[config.mk]
export PLATFORM = sky130hd
export DESIGN_NAME = uart_frame_deframer
export DESIGN_NICKNAME = d
export VERILOG_FILES = /design/src/rtl/ufd_pkg.sv /design/src/rtl/uart_frame_deframer.sv /design/src/rtl/ufd_front.sv /design/src/rtl/ufd_queue.sv /design/src/rtl/ufd_back.sv
export SDC_FILE = /design/constraint.sdc
export NUM_CORES = 1
export LEC_CHECK = 0
export ABC_AREA = 1
export BUFFER_PORTS_ARGS = -buffer_cell sky130_fd_sc_hd__buf_4
export CORE_MARGIN = 4
export CORE_UTILIZATION = 30
export DETAILED_ROUTE_END_ITERATION = 7
export GPL_TIMING_DRIVEN = 1
export MAX_ROUTING_LAYER = met4
export PLACE_DENSITY = 0.52
export SLEW_MARGIN = 40
export SYNTH_ARGS = -nofsm -noshare
export SYNTH_HDL_FRONTEND = slang
export SYNTH_SLANG_ARGS = --single-unit
[constraint.sdc]
create_clock -name clock -period 9.7 [get_ports clock]
set_clock_uncertainty 0.1 [all_clocks]
set_input_delay 1.94 -clock clock [delete_from_list [all_inputs] [get_ports clock]]
set_output_delay 1.94 -clock clock [all_outputs]
set_load 0.02 [all_outputs]
[src/rtl/ufd_pkg.sv]
// ----------------------------------------------------------------------------
// ufd_pkg
// Shared types, codes and helpers of the frame deframer.
// ----------------------------------------------------------------------------
`default_nettype none

package ufd_pkg;

   localparam int unsigned FIELD_BYTES_DEF = 2;
   localparam int unsigned QUEUE_DEPTH_DEF = 4;

   localparam logic [7:0] SYNC_FIRST  = 8'hEF;
   localparam logic [7:0] SYNC_SECOND = 8'hFE;

   localparam logic [1:0] KIND_PAYLOAD  = 2'd0;
   localparam logic [1:0] KIND_TAIL_OK  = 2'd1;
   localparam logic [1:0] KIND_TAIL_BAD = 2'd2;

   typedef enum logic [2:0] {
      OP_CLEAR   = 3'd0,
      OP_SOURCE  = 3'd1,
      OP_DEST    = 3'd2,
      OP_COMMAND = 3'd3,
      OP_LENGTH  = 3'd4,
      OP_PAYLOAD = 3'd5,
      OP_TAIL    = 3'd6
   } op_type;

   typedef struct packed {
      op_type      op;
      logic [7:0]  data;
      logic [15:0] index;
      logic        last;
   } entry_type;

   // Place a little-endian byte into a 16-bit word; bytes above bit 15 drop.
   function automatic logic [15:0] insert_byte(input logic [15:0] word,
                                               input logic [7:0]  b,
                                               input logic [15:0] pos);
      logic [15:0] res;
      res = word;
      case (pos)
         16'd0:   res = {word[15:8], b};
         16'd1:   res = {b, word[7:0]};
         default: res = word;
      endcase
      return res;
   endfunction

endpackage

`default_nettype wire

[src/rtl/uart_frame_deframer.sv]
// ----------------------------------------------------------------------------
// uart_frame_deframer
// Byte-stream frame deframer: sync, header words, payload beats and tail check.
// ----------------------------------------------------------------------------
// Takes one received byte per beat and sustains one beat per clock cycle while
// the queue is not full. The front stage updates the frame phase and writes at
// most one op per byte into a four-entry queue; the back stage applies each op
// to the header words and loads the result register, so a byte's result passes
// a queue entry and then the result register, which holds while rsp_ready is
// low. Payload bytes come out one result per byte with their offset; the last
// tail byte gives one good-tail or bad-tail result carrying the header words.
// Write csr_wr_data (the expected tail word) only while no frame is in flight.
`default_nettype none

module uart_frame_deframer #(
   parameter int unsigned FIELD_BYTES = ufd_pkg::FIELD_BYTES_DEF,
   parameter int unsigned QUEUE_DEPTH = ufd_pkg::QUEUE_DEPTH_DEF
) (
   input  wire logic        clock,
   input  wire logic        reset,
   input  wire logic        req_valid,
   output logic             req_ready,
   input  wire logic [7:0]  req_rx_byte,
   output logic             rsp_valid,
   input  wire logic        rsp_ready,
   output logic [1:0]       rsp_result_kind,
   output logic [15:0]      rsp_source_id,
   output logic [15:0]      rsp_dest_id,
   output logic [15:0]      rsp_command_code,
   output logic [15:0]      rsp_payload_length,
   output logic [7:0]       rsp_payload_byte,
   output logic [15:0]      rsp_payload_index,
   input  wire logic        csr_wr_en,
   input  wire logic [15:0] csr_wr_data
);
   import ufd_pkg::*;

   logic      queue_full;
   logic      push_valid;
   entry_type push_entry;
   logic      pop;
   logic      pop_valid;
   entry_type pop_entry;

   ufd_front #(
      .FIELD_BYTES (FIELD_BYTES)
   ) u_front (
      .clock       (clock),
      .reset       (reset),
      .req_valid   (req_valid),
      .req_ready   (req_ready),
      .req_rx_byte (req_rx_byte),
      .queue_full  (queue_full),
      .push_valid  (push_valid),
      .push_entry  (push_entry)
   );

   ufd_queue #(
      .DEPTH (QUEUE_DEPTH)
   ) u_queue (
      .clock      (clock),
      .reset      (reset),
      .push_valid (push_valid),
      .push_entry (push_entry),
      .full       (queue_full),
      .pop        (pop),
      .pop_valid  (pop_valid),
      .pop_entry  (pop_entry)
   );

   ufd_back u_back (
      .clock              (clock),
      .reset              (reset),
      .csr_wr_en          (csr_wr_en),
      .csr_wr_data        (csr_wr_data),
      .pop_valid          (pop_valid),
      .pop_entry          (pop_entry),
      .pop                (pop),
      .rsp_valid          (rsp_valid),
      .rsp_ready          (rsp_ready),
      .rsp_result_kind    (rsp_result_kind),
      .rsp_source_id      (rsp_source_id),
      .rsp_dest_id        (rsp_dest_id),
      .rsp_command_code   (rsp_command_code),
      .rsp_payload_length (rsp_payload_length),
      .rsp_payload_byte   (rsp_payload_byte),
      .rsp_payload_index  (rsp_payload_index)
   );

endmodule

`default_nettype wire

[src/rtl/ufd_front.sv]
// ----------------------------------------------------------------------------
// ufd_front
// Accepts received bytes, tracks the frame phase and queues at most one op per beat.
// ----------------------------------------------------------------------------
`default_nettype none

module ufd_front #(
   parameter int unsigned FIELD_BYTES = ufd_pkg::FIELD_BYTES_DEF
) (
   input  wire logic              clock,
   input  wire logic              reset,
   input  wire logic              req_valid,
   output logic                   req_ready,
   input  wire logic [7:0]        req_rx_byte,
   input  wire logic              queue_full,
   output logic                   push_valid,
   output ufd_pkg::entry_type     push_entry
);
   import ufd_pkg::*;

   typedef enum logic [6:0] {
      PH_SOURCE  = 7'b0000001,
      PH_DEST    = 7'b0000010,
      PH_COMMAND = 7'b0000100,
      PH_LENGTH  = 7'b0001000,
      PH_PAYLOAD = 7'b0010000,
      PH_TAIL    = 7'b0100000,
      PH_IDLE    = 7'b1000000
   } phase_type;

   phase_type   phase_ff, phase_in;
   logic [7:0]  prev_ff, prev_in;
   logic [15:0] count_ff, count_in;
   logic [15:0] length_ff, length_in;
   logic [15:0] count_inc;
   logic [15:0] length_next;
   logic        accept;
   logic        sync;
   logic        word_done;

   assign req_ready   = !queue_full;
   assign accept      = req_valid && req_ready;
   assign count_inc   = count_ff + 16'd1;
   assign word_done   = (count_inc >= 16'(FIELD_BYTES));
   assign length_next = insert_byte(length_ff, req_rx_byte, count_ff);
   assign sync        = (phase_ff != PH_PAYLOAD) && (prev_ff == SYNC_FIRST)
                        && (req_rx_byte == SYNC_SECOND);

   always_comb begin
      phase_in   = phase_ff;
      prev_in    = prev_ff;
      count_in   = count_ff;
      length_in  = length_ff;
      push_valid = 1'b0;
      push_entry = '{op: OP_CLEAR, data: req_rx_byte, index: count_ff, last: 1'b0};
      if (accept) begin
         prev_in = req_rx_byte;
         if (sync) begin
            phase_in   = PH_SOURCE;
            count_in   = '0;
            length_in  = '0;
            push_valid = 1'b1;
         end else begin
            unique case (phase_ff)
               PH_SOURCE, PH_DEST, PH_COMMAND, PH_LENGTH: begin
                  push_valid = 1'b1;
                  count_in   = word_done ? 16'd0 : count_inc;
                  unique case (phase_ff)
                     PH_SOURCE: begin
                        push_entry.op = OP_SOURCE;
                        if (word_done) phase_in = PH_DEST;
                     end
                     PH_DEST: begin
                        push_entry.op = OP_DEST;
                        if (word_done) phase_in = PH_COMMAND;
                     end
                     PH_COMMAND: begin
                        push_entry.op = OP_COMMAND;
                        if (word_done) phase_in = PH_LENGTH;
                     end
                     default: begin
                        push_entry.op = OP_LENGTH;
                        length_in     = length_next;
                        if (word_done) begin
                           phase_in = (length_next != 16'd0) ? PH_PAYLOAD : PH_TAIL;
                        end
                     end
                  endcase
               end
               PH_PAYLOAD: begin
                  push_valid    = 1'b1;
                  push_entry.op = OP_PAYLOAD;
                  if (count_inc >= length_ff) begin
                     count_in = '0;
                     phase_in = PH_TAIL;
                  end else begin
                     count_in = count_inc;
                  end
               end
               PH_TAIL: begin
                  push_valid      = 1'b1;
                  push_entry.op   = OP_TAIL;
                  push_entry.last = word_done;
                  if (word_done) begin
                     count_in = '0;
                     phase_in = PH_IDLE;
                  end else begin
                     count_in = count_inc;
                  end
               end
               default: begin
                  phase_in = PH_IDLE;
               end
            endcase
         end
      end
   end

   always_ff @(posedge clock) begin
      if (reset) begin
         phase_ff  <= PH_IDLE;
         prev_ff   <= '0;
         count_ff  <= '0;
         length_ff <= '0;
      end else begin
         phase_ff  <= phase_in;
         prev_ff   <= prev_in;
         count_ff  <= count_in;
         length_ff <= length_in;
      end
   end

endmodule

`default_nettype wire

[src/rtl/ufd_queue.sv]
// ----------------------------------------------------------------------------
// ufd_queue
// Short FIFO of classified ops between the front and the back.
// ----------------------------------------------------------------------------
`default_nettype none

module ufd_queue #(
   parameter int unsigned DEPTH = ufd_pkg::QUEUE_DEPTH_DEF
) (
   input  wire logic                clock,
   input  wire logic                reset,
   input  wire logic                push_valid,
   input  wire ufd_pkg::entry_type  push_entry,
   output logic                     full,
   input  wire logic                pop,
   output logic                     pop_valid,
   output ufd_pkg::entry_type       pop_entry
);
   import ufd_pkg::*;

   localparam int unsigned PTR_W = (DEPTH > 1) ? $clog2(DEPTH) : 1;
   localparam int unsigned CNT_W = $clog2(DEPTH + 1);

   entry_type        entry_ff [DEPTH];
   logic [PTR_W-1:0] wr_ptr_ff, wr_ptr_in;
   logic [PTR_W-1:0] rd_ptr_ff, rd_ptr_in;
   logic [CNT_W-1:0] count_ff, count_in;
   logic             do_push;
   logic             do_pop;

   assign full      = (count_ff == CNT_W'(DEPTH));
   assign pop_valid = (count_ff != '0);
   assign pop_entry = entry_ff[rd_ptr_ff];
   assign do_push   = push_valid && !full;
   assign do_pop    = pop && pop_valid;

   always_comb begin
      wr_ptr_in = wr_ptr_ff;
      rd_ptr_in = rd_ptr_ff;
      count_in  = count_ff;
      if (do_push) begin
         wr_ptr_in = (wr_ptr_ff == PTR_W'(DEPTH - 1)) ? '0 : wr_ptr_ff + PTR_W'(1);
      end
      if (do_pop) begin
         rd_ptr_in = (rd_ptr_ff == PTR_W'(DEPTH - 1)) ? '0 : rd_ptr_ff + PTR_W'(1);
      end
      if (do_push && !do_pop) begin
         count_in = count_ff + CNT_W'(1);
      end else if (do_pop && !do_push) begin
         count_in = count_ff - CNT_W'(1);
      end
   end

   always_ff @(posedge clock) begin
      if (reset) begin
         wr_ptr_ff <= '0;
         rd_ptr_ff <= '0;
         count_ff  <= '0;
      end else begin
         wr_ptr_ff <= wr_ptr_in;
         rd_ptr_ff <= rd_ptr_in;
         count_ff  <= count_in;
      end
   end

   always_ff @(posedge clock) begin
      if (do_push) begin
         entry_ff[wr_ptr_ff] <= push_entry;
      end
   end

endmodule

`default_nettype wire

[src/rtl/ufd_back.sv]
// ----------------------------------------------------------------------------
// ufd_back
// Applies queued ops to the header words and drives the result register.
// ----------------------------------------------------------------------------
`default_nettype none

module ufd_back (
   input  wire logic                clock,
   input  wire logic                reset,
   input  wire logic                csr_wr_en,
   input  wire logic [15:0]         csr_wr_data,
   input  wire logic                pop_valid,
   input  wire ufd_pkg::entry_type  pop_entry,
   output logic                     pop,
   output logic                     rsp_valid,
   input  wire logic                rsp_ready,
   output logic [1:0]               rsp_result_kind,
   output logic [15:0]              rsp_source_id,
   output logic [15:0]              rsp_dest_id,
   output logic [15:0]              rsp_command_code,
   output logic [15:0]              rsp_payload_length,
   output logic [7:0]               rsp_payload_byte,
   output logic [15:0]              rsp_payload_index
);
   import ufd_pkg::*;

   logic [15:0] tail_value_ff;
   logic [15:0] source_ff, source_in;
   logic [15:0] dest_ff, dest_in;
   logic [15:0] command_ff, command_in;
   logic [15:0] length_ff, length_in;
   logic [15:0] tail_ff, tail_in;
   logic        valid_ff, valid_in;
   logic [1:0]  kind_ff, kind_in;
   logic [15:0] out_source_ff, out_dest_ff, out_command_ff, out_length_ff;
   logic [7:0]  out_byte_ff, out_byte_in;
   logic [15:0] out_index_ff, out_index_in;
   logic [15:0] field_next;
   logic        makes_result;
   logic        out_free;

   assign makes_result = (pop_entry.op == OP_PAYLOAD)
                         || ((pop_entry.op == OP_TAIL) && pop_entry.last);
   assign out_free     = !valid_ff || rsp_ready;
   assign pop          = pop_valid && (!makes_result || out_free);
   assign field_next   = insert_byte(tail_ff, pop_entry.data, pop_entry.index);

   always_comb begin
      source_in    = source_ff;
      dest_in      = dest_ff;
      command_in   = command_ff;
      length_in    = length_ff;
      tail_in      = tail_ff;
      valid_in     = valid_ff && !rsp_ready;
      kind_in      = kind_ff;
      out_byte_in  = out_byte_ff;
      out_index_in = out_index_ff;
      if (pop) begin
         case (pop_entry.op)
            OP_CLEAR: begin
               source_in  = '0;
               dest_in    = '0;
               command_in = '0;
               length_in  = '0;
               tail_in    = '0;
            end
            OP_SOURCE: source_in = insert_byte(source_ff, pop_entry.data, pop_entry.index);
            OP_DEST: dest_in = insert_byte(dest_ff, pop_entry.data, pop_entry.index);
            OP_COMMAND: begin
               command_in = insert_byte(command_ff, pop_entry.data, pop_entry.index);
            end
            OP_LENGTH: length_in = insert_byte(length_ff, pop_entry.data, pop_entry.index);
            OP_PAYLOAD: begin
               valid_in     = 1'b1;
               kind_in      = KIND_PAYLOAD;
               out_byte_in  = pop_entry.data;
               out_index_in = pop_entry.index;
            end
            OP_TAIL: begin
               tail_in = field_next;
               if (pop_entry.last) begin
                  valid_in     = 1'b1;
                  kind_in      = (field_next == tail_value_ff) ? KIND_TAIL_OK : KIND_TAIL_BAD;
                  out_byte_in  = '0;
                  out_index_in = '0;
               end
            end
            default: begin
               tail_in = tail_ff;
            end
         endcase
      end
   end

   always_ff @(posedge clock) begin
      if (reset) begin
         tail_value_ff <= '0;
         source_ff     <= '0;
         dest_ff       <= '0;
         command_ff    <= '0;
         length_ff     <= '0;
         tail_ff       <= '0;
         valid_ff      <= 1'b0;
      end else begin
         if (csr_wr_en) begin
            tail_value_ff <= csr_wr_data;
         end
         source_ff  <= source_in;
         dest_ff    <= dest_in;
         command_ff <= command_in;
         length_ff  <= length_in;
         tail_ff    <= tail_in;
         valid_ff   <= valid_in;
      end
   end

   always_ff @(posedge clock) begin
      if (pop && makes_result) begin
         out_source_ff  <= source_ff;
         out_dest_ff    <= dest_ff;
         out_command_ff <= command_ff;
         out_length_ff  <= length_ff;
      end
      kind_ff      <= kind_in;
      out_byte_ff  <= out_byte_in;
      out_index_ff <= out_index_in;
   end

   assign rsp_valid          = valid_ff;
   assign rsp_result_kind    = kind_ff;
   assign rsp_source_id      = out_source_ff;
   assign rsp_dest_id        = out_dest_ff;
   assign rsp_command_code   = out_command_ff;
   assign rsp_payload_length = out_length_ff;
   assign rsp_payload_byte   = out_byte_ff;
   assign rsp_payload_index  = out_index_ff;

endmodule

`default_nettype wire

==> metrics.log, run 1 <==
INFO  metric synth-edff-count = 202
INFO  metric grt_first_pass_wirelength = 64,600 µm
INFO  metric finalWeightedCongestion = 0.832
INFO  metric synthDominantCellAreaShare = 38.9%
INFO  metric post-cts-setup-buffer-count = 0
INFO  metric grt_pass1_vias = 11,325
INFO  metric cell_family_contributing_the_most_delay_on_the_critical_path = buffers and inverters
INFO  metric cp_slowest_stage_delay = 0.43 ns
INFO  metric fin_setup_tns = 0 ns
INFO  metric static-leakage-power = 7.54 nW
INFO  metric layout_worst_path_cycle_share = 44.4%
INFO  metric antenna-diode-count = 0
INFO  metric dpl.cell_count = 2,500
INFO  metric yosysUniqueCellTypes = 47
INFO  metric num_io_pins = 121
INFO  metric met1_length = 19,400 µm
INFO  metric route.detailed.drc = 0
INFO  metric placed_area = 17,300 µm²
INFO  metric setup_viol = 0
INFO  metric wire_length_per_cell_after_detailed_routing = 16.1 µm
INFO  metric initial_core_utilization = 30.3%
INFO  metric synth-seq-cells = 355
INFO  metric arrival = 4.63 ns
INFO  metric top_layer = met4
INFO  metric synth.area.top_cells = sky130_fd_sc_hd__edfxtp_1 (39%), sky130_fd_sc_hd__dfxtp_1 (20%), sky130_fd_sc_hd__nand2_1 (11%)
INFO  metric cts_max_level = 2
INFO  metric grt_max_degree = 82
INFO  metric total_power = 5.25 mW
INFO  metric synth_area_leader_cell = sky130_fd_sc_hd__edfxtp_1
INFO  metric cts_max_path_buffers = 3
INFO  metric finalHoldViolations = 0
INFO  metric synth-simple-area-share = 23.6%
INFO  metric startpoint_type = input port
INFO  metric syn_area_per_cell = 8.92 µm²
INFO  metric synth_warnings = 0
INFO  metric fp-row-count = 83
INFO  metric post_cts.resized_instances = 0
INFO  metric layout_min_cycle_time = 4.31 ns
INFO  metric max_slew_violations = 0
INFO  metric bufs_and_invs_on_worst_path = 5
INFO  metric asyncSetResetFlopFracSynth = 0%
INFO  metric synthesis.instances = 1,746
INFO  metric status = finished clean
INFO  metric power_density = 281 nW/µm²
INFO  metric worst_skew_pair.late_latency = 0.55 ns
INFO  metric synth.net_count = 1,800
INFO  metric type_of_the_worst_setup_path = in2reg
INFO  metric crit_path_frequent_cell = sky130_fd_sc_hd__inv_1
INFO  metric horiz_die_dim = 236 µm
INFO  metric finish.net_count = 1,918
INFO  metric floorplan.core_area = 51,400 µm²
INFO  metric synthTopCellsByCount = sky130_fd_sc_hd__nand2_1 (475), sky130_fd_sc_hd__edfxtp_1 (202), sky130_fd_sc_hd__nor2_1 (178)
INFO  metric routed-wl-met2 = 19,200 µm
INFO  metric clk_pin_slew_worst_paths = 0.06 ns
INFO  metric post_cts_hold_fix_bufs = 0
INFO  metric final_cells = 2,576
INFO  metric syn_area = 15,600 µm²
INFO  metric floorplan.die.height = 236 µm
INFO  metric synth-adder-area-share = 2.06%
INFO  metric worst_slew_margin_rel = 50.2%
INFO  metric tritoncts = done
INFO  metric detailroute.wirelength.met3 = 2100 µm
INFO  metric ys_dominant_reg_cell = sky130_fd_sc_hd__edfxtp_1
INFO  metric seq_area_frac_synth = 58.6%
INFO  metric timing.critical_path.required = 10.02 ns
INFO  metric synth_top_family_by_area = simple AND/OR/NAND/NOR gates
INFO  metric clock_sink_count = 355
INFO  metric drt-total-wl = 41,500 µm
INFO  metric library_cell_with_the_highest_instance_count_after_synthesis = sky130_fd_sc_hd__nand2_1
INFO  metric dpl.hpwl = 28,800 µm
INFO  metric route.antenna.remaining_nets = 0
INFO  metric achievable-frequency = 232 MHz
INFO  metric share_of_cells_above_drive_strength_1 = 13.3%
INFO  metric grt_overflow_total = 0
INFO  metric worst_ir_drop_on_vdd = 0.000119 V
INFO  metric drt_iter0_markers = 754
INFO  metric worst_setup_path_end_kind = register
INFO  metric drt_first_pass_iters = 5
INFO  metric final_cell_area = 18,700 µm²
INFO  metric cts_made_buffers = 41
INFO  metric synthToLayoutAreaGrowth = 20.2%
INFO  metric vias = 12,076
INFO  metric synth_compound_gate_area_share = 9.02%
INFO  metric yosys.area_share.xor_xnor = 0.675%
INFO  metric post_synth_mux_area_share = 0%
INFO  metric crit_fanout = 25
INFO  metric grt_use_total = 14.9%
INFO  metric cts_root_buf = sky130_fd_sc_hd__clkbuf_16
INFO  metric tightestPinTransition = 0.746 ns
INFO  metric maxCapViolCount = 0
INFO  metric grt_antenna_before_repair = 0
INFO  metric viasPerCell = 4.69
INFO  metric crit_chain = buf_4, inv_1, nand4_1, nor3_1, nand3_1, nand3_1, nand2_1, buf_4, inv_1, ha_1, inv_1, fa_1, a21oi_1, o21ai_0, o21ai_0, a21oi_1
INFO  metric min_path_type = reg2reg
INFO  metric critical-path-slowest-cell = sky130_fd_sc_hd__inv_1
INFO  metric port-buffer-count = 120
INFO  metric die_area = 55,600 µm²
INFO  metric rsz0062_at_grt = false
INFO  metric final_core_area_utilization = 36.4%
layout make-up:
| class | instances | area (µm²) |
|---|---|---|
| clock inverters | 24 | 256 |
| repair buffers | 144 | 1220 |
| clock buffers | 51 | 1160 |
| inverters | 150 | 569 |
| fillers | 5213 | 32700 |
| multi-input cells | 1172 | 5540 |
| well taps | 680 | 851 |
| flip-flops and latches | 355 | 9130 |
worst paths after layout:
check / slack [ns] / start / endpoint / depth (start not counted)
min reg2reg: 0.33 / u_back.command_ff[14] / u_back.rsp_command_code[14] / 0
min: 0.33 / u_back.command_ff[14] / u_back.rsp_command_code[14] / 0
max: 5.39 / req_rx_byte[0] / u_queue.count_ff[2] / 16
max reg2reg: 5.74 / register / u_back.command_ff[3] / 15
metal layers:
metal / vias to the layer above / track usage (%)
met5: - / -
met4: 0 / 3.93
met3: 62 / 2.70
met2: 288 / 23.4
met1: 5648 / 20.0
li1: 6078 / -
flip-flops by register name (all words and copies together), names as in the netlist, named ones only:
name / flops
u_back.rsp_payload_index: 16
u_back.rsp_payload_length: 16
u_queue.count_ff: 3
u_back.tail_ff: 16
u_back.source_ff: 16
u_back.tail_value_ff: 16
u_queue.entry_ff: 112
u_back.rsp_source_id: 16
u_queue.wr_ptr_ff: 2
u_back.dest_ff: 16
u_back.command_ff: 16
u_back.rsp_valid: 1
u_queue.rd_ptr_ff: 2
u_front.prev_ff: 8
u_back.length_ff: 16
u_front.count_ff: 16
u_back.rsp_payload_byte: 8
u_back.rsp_dest_id: 16
u_front.phase_ff: 7
u_front.length_ff: 16
u_back.rsp_command_code: 16
u_back.rsp_result_kind: 2
per-stage QoR:
step           hold slack, ns  setup slack [ns]
3_3_place_gp            0.309              4.86
3_5_place_dp            0.317              4.87
2_1_floorplan           0.303              5.20
6_report                0.331              5.39
4_1_cts                 0.334              5.45
5_1_grt                 0.347              5.14
power breakdown:
part           switching [mW]  internal [mW]  leakage [nW]
sequential              0.137           1.95          3.03
combinational            1.07          0.492          3.82
clock                   0.622          0.983         0.685
total                    1.83           3.43          7.54
placed cells by master, fill, tap and decap left out, types with 8 or more instances in the layout:
| cell | Yosys | layout |
|---|---|---|
| sky130_fd_sc_hd__nand3_1 | 144 | 144 |
| sky130_fd_sc_hd__edfxtp_1 | 202 | 202 |
| sky130_fd_sc_hd__nand2_1 | 475 | 475 |
| sky130_fd_sc_hd__a21oi_1 | 111 | 111 |
| sky130_fd_sc_hd__o21ai_1 | 28 | 28 |
| sky130_fd_sc_hd__xor2_1 | 12 | 12 |
| sky130_fd_sc_hd__inv_1 | 141 | 139 |
| sky130_fd_sc_hd__dfxtp_1 | 153 | 153 |
| sky130_fd_sc_hd__nand4_1 | 18 | 18 |
| sky130_fd_sc_hd__o21ai_0 | 98 | 98 |
| sky130_fd_sc_hd__nor3_1 | 18 | 18 |
| sky130_fd_sc_hd__buf_4 | 5 | 136 |
| sky130_fd_sc_hd__clkbuf_16 | 0 | 45 |
| sky130_fd_sc_hd__nor2_1 | 178 | 173 |
| sky130_fd_sc_hd__nor2_4 | 3 | 8 |
| sky130_fd_sc_hd__and2_1 | 8 | 8 |
| sky130_fd_sc_hd__ha_1 | 24 | 24 |
| sky130_fd_sc_hd__clkinv_1 | 2 | 8 |
| sky130_fd_sc_hd__nand2_2 | 11 | 11 |
cell families after synthesis:
family,count (synthesis)
AO/OA/AOI/OAI,264
AND/OR/NAND/NOR,871
adder cells (fa/ha/maj),25
flip-flops,355
buffers and inverters,219
XOR/XNOR,12
Power figures use the tool's default switching activity.
==> run 2, diff against run 1 <==
==> constraint.sdc (replaced) <==
create_clock -name clock -period 4.4 [get_ports clock]
set_clock_uncertainty 0.1 [all_clocks]
set_input_delay 0.88 -clock clock [delete_from_list [all_inputs] [get_ports clock]]
set_output_delay 0.88 -clock clock [all_outputs]
set_load 0.02 [all_outputs]
==> metrics.log, run 2 (synthesized netlist as in run 1, its figures left out) <==
INFO  metric tightestPinTransition = 0.705 ns
INFO  metric placed_area = 17,200 µm²
INFO  metric grt_overflow_total = 0
INFO  metric synthToLayoutAreaGrowth = 19.5%
INFO  metric route.antenna.remaining_nets = 0
INFO  metric internal-power = 7.48 mW
INFO  metric tritoncts = done
INFO  metric max_slew_violations = 0
INFO  metric crit_fanout = 16
INFO  metric min_path_type = reg2reg
INFO  metric cts_max_path_buffers = 3
INFO  metric share_of_cells_above_drive_strength_1 = 13.7%
INFO  metric viasPerCell = 4.71
INFO  metric startpoint_type = register
INFO  metric floorplan.core_area = 51,400 µm²
INFO  metric wire_length_per_cell_after_detailed_routing = 15.8 µm
INFO  metric final_cell_area = 18,600 µm²
INFO  metric post_cts.resized_instances = 0
INFO  metric layout_worst_path_cycle_share = 78.2%
INFO  metric horiz_die_dim = 236 µm
INFO  metric rsz0062_at_grt = false
INFO  metric dpl.cell_count = 2,508
INFO  metric post-cts-setup-buffer-count = 0
INFO  metric cts_max_level = 2
INFO  metric arrival = 3.82 ns
INFO  metric floorplan.die.height = 236 µm
INFO  metric fin_setup_tns = 0 ns
INFO  metric layout.cells.most_common = sky130_fd_sc_hd__nand2_1
INFO  metric route.detailed.drc = 0
INFO  metric worst_skew_pair.late_latency = 0.58 ns
INFO  metric grt_first_pass_wirelength = 64,000 µm
INFO  metric worst_slew_margin_rel = 53.0%
INFO  metric initial_core_utilization = 30.3%
INFO  metric drt_first_pass_iters = 6
INFO  metric grt_antenna_before_repair = 0
INFO  metric whs_path_depth = 0
INFO  metric clk_pin_slew_worst_paths = 0.06 ns
INFO  metric largest_reg_flops = 112
INFO  metric registers.top_by_ff_count = u_queue.entry_ff
INFO  metric timing.critical_path.required = 4.78 ns
INFO  metric grt_max_degree = 84
INFO  metric mostFrequentLayoutCells = sky130_fd_sc_hd__nand2_1 (475), sky130_fd_sc_hd__edfxtp_1 (202), sky130_fd_sc_hd__nor2_1 (174)
INFO  metric finalWeightedCongestion = 0.856
INFO  metric crit_chain = ha_1, nand3_1, nor2_1, nand3_1, xor2_1, inv_1, ha_1, nand2_1, inv_1, a221oi_1, inv_1, nor2_1, nand2_1, nand2_1, nand2_1, a21oi_1
INFO  metric achievable-frequency = 291 MHz
INFO  metric switchingPower = 4.04 mW
INFO  metric crit-reg2reg-launch = u_front.count_ff[0]
INFO  metric grt_pass1_vias = 11,435
INFO  metric power_density = 619 nW/µm²
INFO  metric cts_made_buffers = 41
INFO  metric worst_ir_drop_on_vdd = 0.000275 V
INFO  metric place_worst_setup_slack = 0.975 ns
INFO  metric type_of_the_worst_setup_path = reg2reg
INFO  metric finish.net_count = 1,925
INFO  metric cp_slowest_stage_delay = 0.47 ns
INFO  metric p_clk_share = 30.1%
INFO  metric layout_min_cycle_time = 3.44 ns
INFO  metric final_core_area_utilization = 36.2%
INFO  metric cell_family_contributing_the_most_delay_on_the_critical_path = simple AND/OR/NAND/NOR gates
INFO  metric comb_power_share = 29.9%
INFO  metric bufs_and_invs_on_worst_path = 3
INFO  metric maxCapViolCount = 0
INFO  metric die_area = 55,600 µm²
INFO  metric port-buffer-count = 120
INFO  metric grt_use_total = 14.7%
INFO  metric antenna-diode-count = 0
INFO  metric num_io_pins = 121
INFO  metric beginning_of_the_worst_hold_path = u_back.command_ff[10]
INFO  metric hold_path_end = u_back.rsp_command_code[10]
INFO  metric cts_root_buf = sky130_fd_sc_hd__clkbuf_16
INFO  metric vias = 12,160
INFO  metric reg2reg_slack = 0.96 ns
INFO  metric static-leakage-power = 7.54 nW
INFO  metric status = finished clean
INFO  metric drt-total-wl = 40,900 µm
INFO  metric fp-row-count = 83
INFO  metric timing.hold.ws = 0.331 ns
INFO  metric worst_setup_path_end_kind = register
INFO  metric seq_power_share = 40.0%
INFO  metric worstReg2RegEnd = u_front.count_ff[13]
INFO  metric final_cells = 2,584
INFO  metric rr_worst_depth = 16
INFO  metric finalHoldViolations = 0
INFO  metric post_cts_hold_fix_bufs = 0
INFO  metric setup_slack = 0.961 ns
INFO  metric total_power = 11.5 mW
INFO  metric setup_viol = 0
INFO  metric drt_iter0_markers = 868
INFO  metric crit_path_frequent_cell = sky130_fd_sc_hd__nand2_1
INFO  metric sw_frac_of_total = 35.1%
INFO  metric critical-path-slowest-cell = sky130_fd_sc_hd__dfxtp_1
INFO  metric clock_sink_count = 355
INFO  metric dpl.hpwl = 28,300 µm
-- run 2: changes by cell type in the layout (fill, tap and decap cells not counted), moves of 3 or more --
cell	change
sky130_fd_sc_hd__inv_16	+3
sky130_fd_sc_hd__buf_16	-6
sky130_fd_sc_hd__clkinv_1	-6
sky130_fd_sc_hd__clkbuf_16	-4
sky130_fd_sc_hd__nor2_4	-4
sky130_fd_sc_hd__clkinvlp_4	-3
sky130_fd_sc_hd__clkbuf_8	+5
sky130_fd_sc_hd__clkbuf_1	+5
sky130_fd_sc_hd__buf_4	+13
sky130_fd_sc_hd__nor2_2	+3
sky130_fd_sc_hd__clkinv_4	+3
-- run 2: final cells by class --
type | count | area [µm²]
Sequential cell | 355 | 9130
Fill cell | 5221 | 32800
Multi-Input combinational cell | 1172 | 5520
Clock buffer | 57 | 1150
Tap cell | 680 | 851
Clock inverter | 19 | 254
Inverter | 150 | 567
Timing Repair Buffer | 151 | 1150
-- run 2: power groups by stage --
stage | sequential, mW | combinational, mW | clock (mW)
2_1_floorplan | 4.88 | 2.08 | 0
3_3_place_gp | 4.68 | 3.45 | 0
3_5_place_dp | 4.68 | 3.48 | 0
4_1_cts | 4.62 | 3.49 | 3.57
5_1_grt | 4.67 | 3.86 | 3.71
6_report | 4.61 | 3.44 | 3.47
-- run 2: worst reg2reg max path, cell delays in order (launching register included) --
cell	delay (ns)
sky130_fd_sc_hd__dfxtp_1	0.47
sky130_fd_sc_hd__ha_1	0.24
sky130_fd_sc_hd__nand3_1	0.18
sky130_fd_sc_hd__nor2_1	0.26
sky130_fd_sc_hd__nand3_1	0.14
sky130_fd_sc_hd__xor2_1	0.21
sky130_fd_sc_hd__inv_1	0.09
sky130_fd_sc_hd__ha_1	0.27
sky130_fd_sc_hd__nand2_1	0.06
sky130_fd_sc_hd__inv_1	0.04
sky130_fd_sc_hd__a221oi_1	0.26
sky130_fd_sc_hd__inv_1	0.07
sky130_fd_sc_hd__nor2_1	0.21
sky130_fd_sc_hd__nand2_1	0.08
sky130_fd_sc_hd__nand2_1	0.43
sky130_fd_sc_hd__nand2_1	0.11
sky130_fd_sc_hd__a21oi_1	0.16
-- run 2: metal layers --
metal | vias up | wire, µm | track usage, %
met4 | 0 | 881 | 4.15
met2 | 310 | 19000 | 23.4
li1 | 6076 | - | -
met5 | - | 0 | -
met3 | 68 | 2200 | 2.34
met1 | 5706 | 18800 | 19.6
-- run 2: worst max path at each step --
stage,from,slack [ns],end,depth (start not counted)
after floorplan,req_rx_byte[0],0.96,u_queue.entry_ff[0][0],8
after global placement,register,1.07,u_back.rsp_result_kind[1],18
after detailed placement,u_front.count_ff[0],0.97,u_front.count_ff[13],16
after CTS,u_front.count_ff[0],0.97,u_front.count_ff[13],16
after global routing,u_front.count_ff[0],0.50,u_front.phase_ff[4],15
final,u_front.count_ff[0],0.96,u_front.count_ff[13],16
